<file path="src/hw/rtl/ptsv_pkg.sv">
// ============================================================================
// ptsv_pkg
// Types, constants and the pitch table of the triangle synthesizer.
// ============================================================================
`default_nettype none

package ptsv_pkg;

    localparam int VOICE_COUNT = 16;
    localparam int VIDX_W      = $clog2(VOICE_COUNT);
    localparam int PHASE_W     = 24;
    localparam int LEVEL_W     = 25;
    localparam int SAMPLE_RATE = 48000;
    localparam int MAG_W       = 53;
    localparam int MUL_STEPS   = 16;
    localparam int DIV_STEPS   = 45;

    localparam logic [LEVEL_W-1:0] LEVEL_ONE = LEVEL_W'(1) << 24;

    localparam logic [1:0] OP_NOTE_ON  = 2'd0;
    localparam logic [1:0] OP_NOTE_OFF = 2'd1;
    localparam logic [1:0] OP_ALL_OFF  = 2'd2;
    localparam logic [1:0] OP_TICK     = 2'd3;

    localparam logic [1:0] REG_ATTACK  = 2'd0;
    localparam logic [1:0] REG_RELEASE = 2'd1;
    localparam logic [1:0] REG_GAIN    = 2'd2;

    typedef enum logic [1:0] {ST_IDLE, ST_ATTACK, ST_SUSTAIN, ST_RELEASE} vstage_t;
    typedef enum logic [1:0] {TS_IDLE, TS_WALK, TS_DRAIN, TS_SHAPE} top_state_t;
    typedef enum logic [2:0] {SH_IDLE, SH_MUL, SH_DIV, SH_SQ, SH_CUBE, SH_OUT} shp_state_t;

    typedef struct packed {
        logic [1:0] op;
        logic [6:0] note;
        logic [6:0] velocity;
    } cmd_t;

    typedef struct packed {
        logic signed [15:0] sample;
        logic               clipped;
    } res_t;

    typedef struct packed {
        logic             go;
        logic             neg;
        logic [MAG_W-1:0] mag;
        logic [15:0]      gain;
    } shp_req_t;

    typedef struct packed {
        logic done;
        res_t res;
    } shp_rsp_t;

    // Twice the top-octave phase increment, truncated; lower octaves round from it.
    localparam logic [PHASE_W-1:0] PITCH_A2 [12] = '{
        PHASE_W'((64'd548668578  << (PHASE_W - 15)) / SAMPLE_RATE),
        PHASE_W'((64'd581294109  << (PHASE_W - 15)) / SAMPLE_RATE),
        PHASE_W'((64'd615859662  << (PHASE_W - 15)) / SAMPLE_RATE),
        PHASE_W'((64'd652480576  << (PHASE_W - 15)) / SAMPLE_RATE),
        PHASE_W'((64'd691279090  << (PHASE_W - 15)) / SAMPLE_RATE),
        PHASE_W'((64'd732384684  << (PHASE_W - 15)) / SAMPLE_RATE),
        PHASE_W'((64'd775934544  << (PHASE_W - 15)) / SAMPLE_RATE),
        PHASE_W'((64'd822074012  << (PHASE_W - 15)) / SAMPLE_RATE),
        PHASE_W'((64'd870957077  << (PHASE_W - 15)) / SAMPLE_RATE),
        PHASE_W'((64'd922746880  << (PHASE_W - 15)) / SAMPLE_RATE),
        PHASE_W'((64'd977616265  << (PHASE_W - 15)) / SAMPLE_RATE),
        PHASE_W'((64'd1035748353 << (PHASE_W - 15)) / SAMPLE_RATE)
    };

    // Phase increment of a note. The octave comes from a reciprocal multiply,
    // exact for all seven-bit note numbers.
    function automatic logic [PHASE_W-1:0] pitch_inc(input logic [6:0] note);
        logic [12:0]    prod;
        logic [3:0]     oct;
        logic [6:0]     rest;
        logic [3:0]     semi;
        logic [3:0]     k;
        logic [PHASE_W:0] sum;
        prod = 13'(note) * 13'd43;
        oct  = prod[12:9];
        rest = note - 7'(7'(oct) * 7'd12);
        semi = rest[3:0];
        k    = 4'd10 - oct;
        sum  = {1'b0, PITCH_A2[semi]} + ((PHASE_W + 1)'(1) << k);
        return PHASE_W'(sum >> (k + 4'd1));
    endfunction

endpackage

`default_nettype wire

</file>
<file path="src/hw/rtl/ptsv_shaper.sv">
// ============================================================================
// ptsv_shaper
// Gain, bit-serial divide, clamp and cubic soft clip of the voice mix.
// ============================================================================
`default_nettype none

module ptsv_shaper
    import ptsv_pkg::*;
(
    input  wire logic     clk,
    input  wire logic     rst_n,
    input  wire shp_req_t req,
    output shp_rsp_t      rsp
);

    shp_state_t state_reg, state_next;

    logic [42:0] m_reg;
    logic [15:0] g_reg;
    logic [58:0] prod_reg;
    logic [58:0] prod_next;
    logic [5:0]  cnt_reg;
    logic [44:0] quo_reg;
    logic [6:0]  rem_reg;
    logic [7:0]  div_r;
    logic        div_bit;
    logic [59:0] rounded;
    logic [30:0] s_reg;
    logic [30:0] s_c;
    logic        clip_c;
    logic        clip_reg;
    logic [61:0] sq_prod;
    logic [61:0] cube_prod;
    logic [30:0] sq_reg;
    logic [30:0] cube_reg;
    logic [32:0] y_c;
    logic [16:0] q_c;
    logic        neg_reg;
    logic        done_reg;
    res_t        res_reg;
    res_t        res_c;

    localparam logic [30:0] Q30_ONE = 31'(1) << 30;

    always_comb
    begin
        state_next = state_reg;
        case (state_reg)
            SH_IDLE: if (req.go) state_next = SH_MUL;
            SH_MUL:  if (cnt_reg == 6'(MUL_STEPS - 1)) state_next = SH_DIV;
            SH_DIV:  if (cnt_reg == 6'(DIV_STEPS - 1)) state_next = SH_SQ;
            SH_SQ:   state_next = SH_CUBE;
            SH_CUBE: state_next = SH_OUT;
            SH_OUT:  state_next = SH_IDLE;
            default: state_next = SH_IDLE;
        endcase
    end

    always_comb
    begin
        prod_next = (prod_reg << 1) + (g_reg[15] ? 59'(m_reg) : 59'd0);
        rounded   = 60'(prod_next) + (60'd127 << 14);
        div_r     = {rem_reg, quo_reg[44]};
        div_bit   = (div_r >= 8'd127);
        clip_c    = (quo_reg > 45'(Q30_ONE));
        s_c       = clip_c ? Q30_ONE : quo_reg[30:0];
        sq_prod   = 62'(s_c) * 62'(s_c) + (62'd1 << 29);
        cube_prod = 62'(sq_reg) * 62'(s_reg) + (62'd1 << 29);
        y_c       = (33'(s_reg) * 33'd3 - 33'(cube_reg)) >> 1;
        q_c       = 17'((y_c + (33'd1 << 14)) >> 15);
        res_c.clipped = clip_reg;
        if (neg_reg)
        begin
            res_c.sample = 16'(-$signed(q_c));
        end
        else
        begin
            res_c.sample = (q_c > 17'd32767) ? 16'sd32767 : $signed(q_c[15:0]);
        end
    end

    always_ff @(posedge clk or negedge rst_n)
    begin
        if (!rst_n)
        begin
            state_reg <= SH_IDLE;
            done_reg  <= 1'b0;
        end
        else
        begin
            state_reg <= state_next;
            done_reg  <= (state_reg == SH_OUT);
        end
    end

    always_ff @(posedge clk)
    begin
        case (state_reg)
            SH_IDLE:
            begin
                m_reg    <= req.mag[MAG_W-1:10];
                g_reg    <= req.gain;
                neg_reg  <= req.neg;
                prod_reg <= '0;
                cnt_reg  <= '0;
            end
            SH_MUL:
            begin
                prod_reg <= prod_next;
                g_reg    <= g_reg << 1;
                cnt_reg  <= cnt_reg + 6'd1;
                if (cnt_reg == 6'(MUL_STEPS - 1))
                begin
                    quo_reg <= rounded[59:15];
                    rem_reg <= '0;
                    cnt_reg <= '0;
                end
            end
            SH_DIV:
            begin
                rem_reg <= div_bit ? 7'(div_r - 8'd127) : div_r[6:0];
                quo_reg <= {quo_reg[43:0], div_bit};
                cnt_reg <= cnt_reg + 6'd1;
            end
            SH_SQ:
            begin
                s_reg    <= s_c;
                clip_reg <= clip_c;
                sq_reg   <= sq_prod[60:30];
            end
            SH_CUBE:
            begin
                cube_reg <= cube_prod[60:30];
            end
            SH_OUT:
            begin
                res_reg <= res_c;
            end
            default:
            begin
                cnt_reg <= '0;
            end
        endcase
    end

    always_comb
    begin
        rsp.done = done_reg;
        rsp.res  = res_reg;
    end

endmodule

`default_nettype wire

</file>
<file path="config.mk">
export PLATFORM = sky130hd
export DESIGN_NAME = ptsv_shaper
export DESIGN_NICKNAME = d
export VERILOG_FILES = /design/src/hw/rtl/ptsv_pkg.sv /design/src/hw/rtl/ptsv_shaper.sv
export SDC_FILE = /design/constraint.sdc
export NUM_CORES = 2
export LEC_CHECK = 0
export BUFFER_PORTS_ARGS = -buffer_cell sky130_fd_sc_hd__buf_2
export CORE_ASPECT_RATIO = 1.75
export CORE_MARGIN = 2
export CORE_UTILIZATION = 45
export DETAILED_ROUTE_END_ITERATION = 6
export GPL_ROUTABILITY_DRIVEN = 0
export GPL_TIMING_DRIVEN = 0
export PLACE_DENSITY = 0.64
export SYNTH_ARGS = -nofsm -noshare
export SYNTH_HDL_FRONTEND = slang
export SYNTH_SLANG_ARGS = --single-unit
</file>
<file path="constraint.sdc">
create_clock -name clk -period 18.8 [get_ports clk]
set_clock_uncertainty 0.2 [all_clocks]
set_input_delay 0.94 -clock clk [delete_from_list [all_inputs] [get_ports clk]]
set_output_delay 0.94 -clock clk [all_outputs]
set_load 0.005 [all_outputs]
</file>
======== Word level (Yosys, flattened, before mapping) ========
Cells that the tools add are included.
W data, S select, Z words.
storage, ports and cells
  register bits after elaboration ......... 291
  input port bits ......................... 73
  output and inout port bits .............. 18
  word-level logic and storage cells ...... 63
cells by class
  add/subtract/negate cells ............... 9
  multipliers ............................. 3
  order comparisons ....................... 3
  equality and inequality tests ........... 10
  muxes and demuxes ....................... 17
  reduce and logical (&&, ||, !) cells .... 6
operator list
  kind                      number
  $add A61 B30 Y61 const B  2
  $mul A31 B31 Y61          2
  $pmux W58 S2              1
  $pmux W45 S2              1
  $add A59 B21 Y60 const B  1
  $add A59 B43 Y59          1
  $gt A45 B31 Y1 const B    1
  $mux W45                  1
  $mux W43                  1
  $mul A31 B2 Y33 const B   1
  $sub A33 B31 Y33          1
  $add A32 B15 Y32 const B  1
  $mux W16                  2
  $pmux W16 S2              1
  $mux W31                  1
  $pmux W6 S3               1
  $gt A17 B15 Y1 const B    1
  $neg A16 Y16              1
  $pmux W3 S5               1
  $mux W7                   2
  $pmux W7 S2               1
  $mux W3                   3
  $ge A8 B7 Y1 const B      1
  $sub A7 B7 Y7 const B     1
  13 further kinds          18

======== Logic depth before layout (Yosys ltp) ========
  word-level depth ........................ 6
  mapped depth ............................ 39
  gate-level depth less buffers ........... 36

======== Worst setup path after synthesis ========
No wires, ideal clock.
  path type ............................... register -> register
  from .................................... register quo_reg[13]
  to ...................................... register sq_reg[28] (data pin)
  setup time .............................. 258 ps
  data arrival time ....................... 9,310 ps
  data required time ...................... 18,342 ps
  slack ................................... 9,032 ps
  stages on the path, launching flop included .. 36
  path buffers ............................ 3
  period minus slack after synthesis ...... 9,768 ps
  path through ............................ edfxtp_1 -> or4_1 -> nor4_1 -> nand4_1 -> a21oi_1 -> and2_1 -> clkbuf_1 -> clkbuf_1 -> nand2_1 -> inv_1 -> fa_1 -> fa_1 -> fa_1 -> inv_1 -> fa_1 -> inv_1 -> fa_1 -> fa_1 -> fa_1 -> inv_1 -> fa_1 -> inv_1 -> ha_1 -> clkbuf_1 -> a21o_1 -> a211oi_1 -> o211ai_1 -> a22oi_1 -> o211ai_1 -> nand2_1 -> o31ai_1 -> o41ai_1 -> o21bai_1 -> o41a_1 -> a21oi_1 -> xnor2_1
on the way
  word-level cells in the longest chain between the ends .. 4
RTL lines
  what                    RTL line            RTL
  start, declared         ptsv_shaper.sv:23   logic [44:0] quo_reg;
  start signal, assigned  ptsv_shaper.sv:114  quo_reg <= rounded[59:15];
  start signal, assigned  ptsv_shaper.sv:122  quo_reg <= {quo_reg[43:0], div_bit};
  $gt A45 B31 Y1          ptsv_shaper.sv:65   clip_c = (quo_reg > 45'(Q30_ONE));
  $mux W31                ptsv_shaper.sv:66   s_c = clip_c ? Q30_ONE : quo_reg[30:0];
  via s_c[25]             ptsv_shaper.sv:29   logic [30:0] s_c;
  $mul A31 B31 Y61        ptsv_shaper.sv:67   sq_prod = 62'(s_c) * 62'(s_c) + (62'd1 << 29);
  $add A61 B30 Y61        ptsv_shaper.sv:67
  via sq_prod[58]         ptsv_shaper.sv:32   logic [61:0] sq_prod;
  end signal, assigned    ptsv_shaper.sv:129  sq_reg <= sq_prod[60:30];
  end, declared           ptsv_shaper.sv:34   logic [30:0] sq_reg;
The timed path passes the listed nets, and every way through them passes these cells.
A chain may end at the register's enable or synchronous reset.

======== Final worst setup path ========
  from .................................... register quo_reg[35]
  to ...................................... register sq_reg[28] (data pin)
The elaborated chain is that of the path after synthesis.

==> reports/results.txt <==
die outline width: 312.0 µm
headroom to the max-slew limit: -0.01370
CTS sink cnt: 291
wire length of the first global-routing pass: 396.9 mm
Netlist cell types: 111
most used cell along the critical path: sky130_fd_sc_hd__fa_1
clock-pin slew on the worst setup and hold paths: 0.07 ns
number of slew-limit violations in the final report: 23
maximum number of buffers from clock root to sink: 3
via-per-instance ratio: 5.635
global routing usage summed across all routing layers: 0.3235
setup repair after global routing missed its margin: no
layout overhead on the synthesized area: 6.367%
type of the worst setup path: register to register
via count of the first global-routing pass: 64470
die outline height: 543.0 µm
syn_area_per_cell: 9.371 µm²
hold path startpoint: clip_reg
die area: 169400 µm²
wirelength, routed: 268.1 mm
max frequency: 0.06609 GHz
count of nets after finishing: 10470
cell area after synthesis: 74690 µm²
crit start category: register
pwr dens: 24.25 nW/µm²
TritonCTS clock tree: done
share of post-route cells with drive strength above 1: 0.02887
dominant cell type by area after synthesis: sky130_fd_sc_hd__fa_1
violated checks: design-rule violations, max-capacitance violations, max-slew violations
cell types with the highest counts after synthesis: 1984 x sky130_fd_sc_hd__inv_1, 1616 x sky130_fd_sc_hd__fa_1, 1202 x sky130_fd_sc_hd__nand2_1, 635 x sky130_fd_sc_hd__ha_1, 350 x sky130_fd_sc_hd__clkbuf_1
hold path endpoint: rsp[0]
maximum fanout count along the critical path: 11
summed negative setup slack over all endpoints: 0 ns
peak ir drop on the vdd network: 0.07712 mV
worst hold path cell count: 0
total number of placement rows: 197
first-pass detailed-route iteration total: 6
slowest stage cell, crit path: sky130_fd_sc_hd__a21oi_1
flop2flop setup slack: 3.67 ns
maximum single-stage delay on the critical path: 1.52 ns
leakage power: 0.04216 µW
length in cells of the worst reg-to-reg path: 33
result of the run: complete, but fails checks
Floorplan Core Area: 164700 µm²
CP Data Required Time: 18.94 ns
global-route congestion overflow total: 0
summed area of non-filler cells in the final layout: 79450 µm²
number of flops mapped to enable cells by yosys: 287
Final min period: 15.13 ns
placed wire-length estimate: 216.8 mm
actual transition at the worst max-transition pin: 1.521 ns
terminus of the critical flop-to-flop path: sq_reg[28]
filler instances: 15850
count of buffers added by post-CTS timing repair for setup: 0
count of warnings emitted by yosys: 0
wire length per cell after detailed routing: 25.81 µm
max FFs per register: 58
final hold viol count: 0
count of antenna-violating nets left after detailed routing: 0
detailed router's first-iteration violation count: 4537
CTS H-Tree Depth: 2
synth top area cells: sky130_fd_sc_hd__fa_1 43%, sky130_fd_sc_hd__edfxtp_1 12%, sky130_fd_sc_hd__ha_1 11%
area share of the largest cell type after synthesis: 0.4331
worst endpoint data arrival time: 15.27 ns
flip-flop and latch count after synthesis: 291
HP Class: register to register
vias post-DR: 58530
cell area after placement: 78210 µm²
top_reg_cell synth: sky130_fd_sc_hd__edfxtp_1
I/O Pins: 91
CTS root buf: sky130_fd_sc_hd__clkbuf_16
startpoint of the worst-slack reg-to-reg timing path: quo_reg[35]
critical path capture point type: register
setup violation total in the final timing report: 0
Inserted Clock Buffers: 36
largest net degree at the start of global routing: 36
fraction of registers with async set/reset: 0.01375
sequential-to-total area share from yosys stat: 0.1167
number of max-cap violations: 3
CP delay by family, top: compound AO/OA/AOI/OAI gates
remaining design rule violation count: 2
IO Port Bufs: 80
final worst-path cycle share: 0.8049
Initial Util: 0.4536
Synth Instances: 7971
most frequently used cell type in the post-synthesis netlist: sky130_fd_sc_hd__inv_1
Worst-Skew Late Latency: 0.62 ns
crit path buf inv count: 7
antenna violations before repair: 27
[logic make-up after synthesis]
group,Yosys count,share of synthesized area
other,2,0.0001005
multiplexers,12,0.001625
AND/OR/NAND/NOR,2242,0.1433
buffers and inverters,2355,0.1189
AO/OA/AOI/OAI,614,0.05570
flip-flops,291,0.1167
XOR/XNOR,203,0.02400
adder cells (fa/ha/maj),2252,0.5396
[routing by layer]
layer  track usage  share of wire  wire length [µm]
met1        0.2918           0.28             76010
met2        0.5635           0.49            132100
met3       0.08992          0.088             23540
met4        0.3351           0.14             36330
met5      0.001438        0.00043               116
[how the worst max path moves through the flow]
stage                            from         end  slack (ns)  cells after the start
final                     quo_reg[35]  sq_reg[28]        3.67                     33
after global routing      quo_reg[35]  sq_reg[28]        3.86                     32
after global placement    quo_reg[34]  sq_reg[28]        4.76                     34
after CTS                 quo_reg[35]  sq_reg[28]        4.64                     34
after floorplan           quo_reg[13]  sq_reg[28]        9.03                     35
after detailed placement  quo_reg[35]  sq_reg[28]        4.72                     34
[cells in the final DEF, fill, tap and decap left out, drive strengths merged, types with 16 or more instances in the layout]
| master | count |
|---|---|
| buf | 112 |
| o21ai | 120 |
| nor3 | 51 |
| o31ai | 16 |
| ha | 635 |
| nand2b | 23 |
| nor2 | 186 |
| a21o | 89 |
| nor2b | 29 |
| xnor2 | 121 |
| nor4 | 28 |
| a211oi | 16 |
| a21oi | 168 |
| o21bai | 16 |
| a31oi | 25 |
| edfxtp | 287 |
| nand2 | 1202 |
| and2 | 294 |
| o21a | 29 |
| xor2 | 82 |
| diode | 24 |
| conb | 47 |
| fa | 1616 |
| o211ai | 28 |
| inv | 1990 |
| clkbuf | 390 |
| nand4 | 53 |
| and3 | 228 |
| nand3 | 59 |
[power breakdown]
group | total [µW] | leakage, µW | switching, µW | internal (µW)
clock | 734 | 0.000564 | 335 | 399
combinational | 427 | 0.0388 | 267 | 159
sequential | 765 | 0.00278 | 10.2 | 755
total | 1930 | 0.0422 | 612 | 1310
[cell type report]
class                           instances  area (µm²)  area share
Antenna cell                           24       60.06   0.0007559
Buffer                                371        1441     0.01814
Clock buffer                           40       915.9     0.01153
Clock inverter                         25       249.0    0.003134
Inverter                             1984        7447     0.09373
Multi-Input combinational cell       5370       57310      0.7213
Sequential cell                       291        8718      0.1097
Tap cell                             2189        2739     0.03447
Timing Repair Buffer                   93       569.3    0.007165
[per-stage QoR]
stage	worst slack, ns	util	instances	hold WS [ns]	total power [µW]
6_report	3.669	0.4825	10390	0.2447	1926
5_1_grt	3.855	0.4822	10370	0.2609	2003
4_1_cts	4.636	0.4821	10360	0.2427	1932
3_5_place_dp	4.725	0.4750	10300	0.2286	1198
3_3_place_gp	4.764	0.4737	10290	0.2260	1188
2_1_floorplan	9.032	-	8016	0.2003	1076
[timing repair]
| action | 4_1_cts | 5_1_grt |
|---|---|---|
| hold buffers | 1 | 0 |
| hold endpoints to repair | 4 | 0 |
| gates resized for setup | 0 | 0 |
| endpoints found under the setup margin | 0 | 0 |
Power figures use the tool's default switching activity.
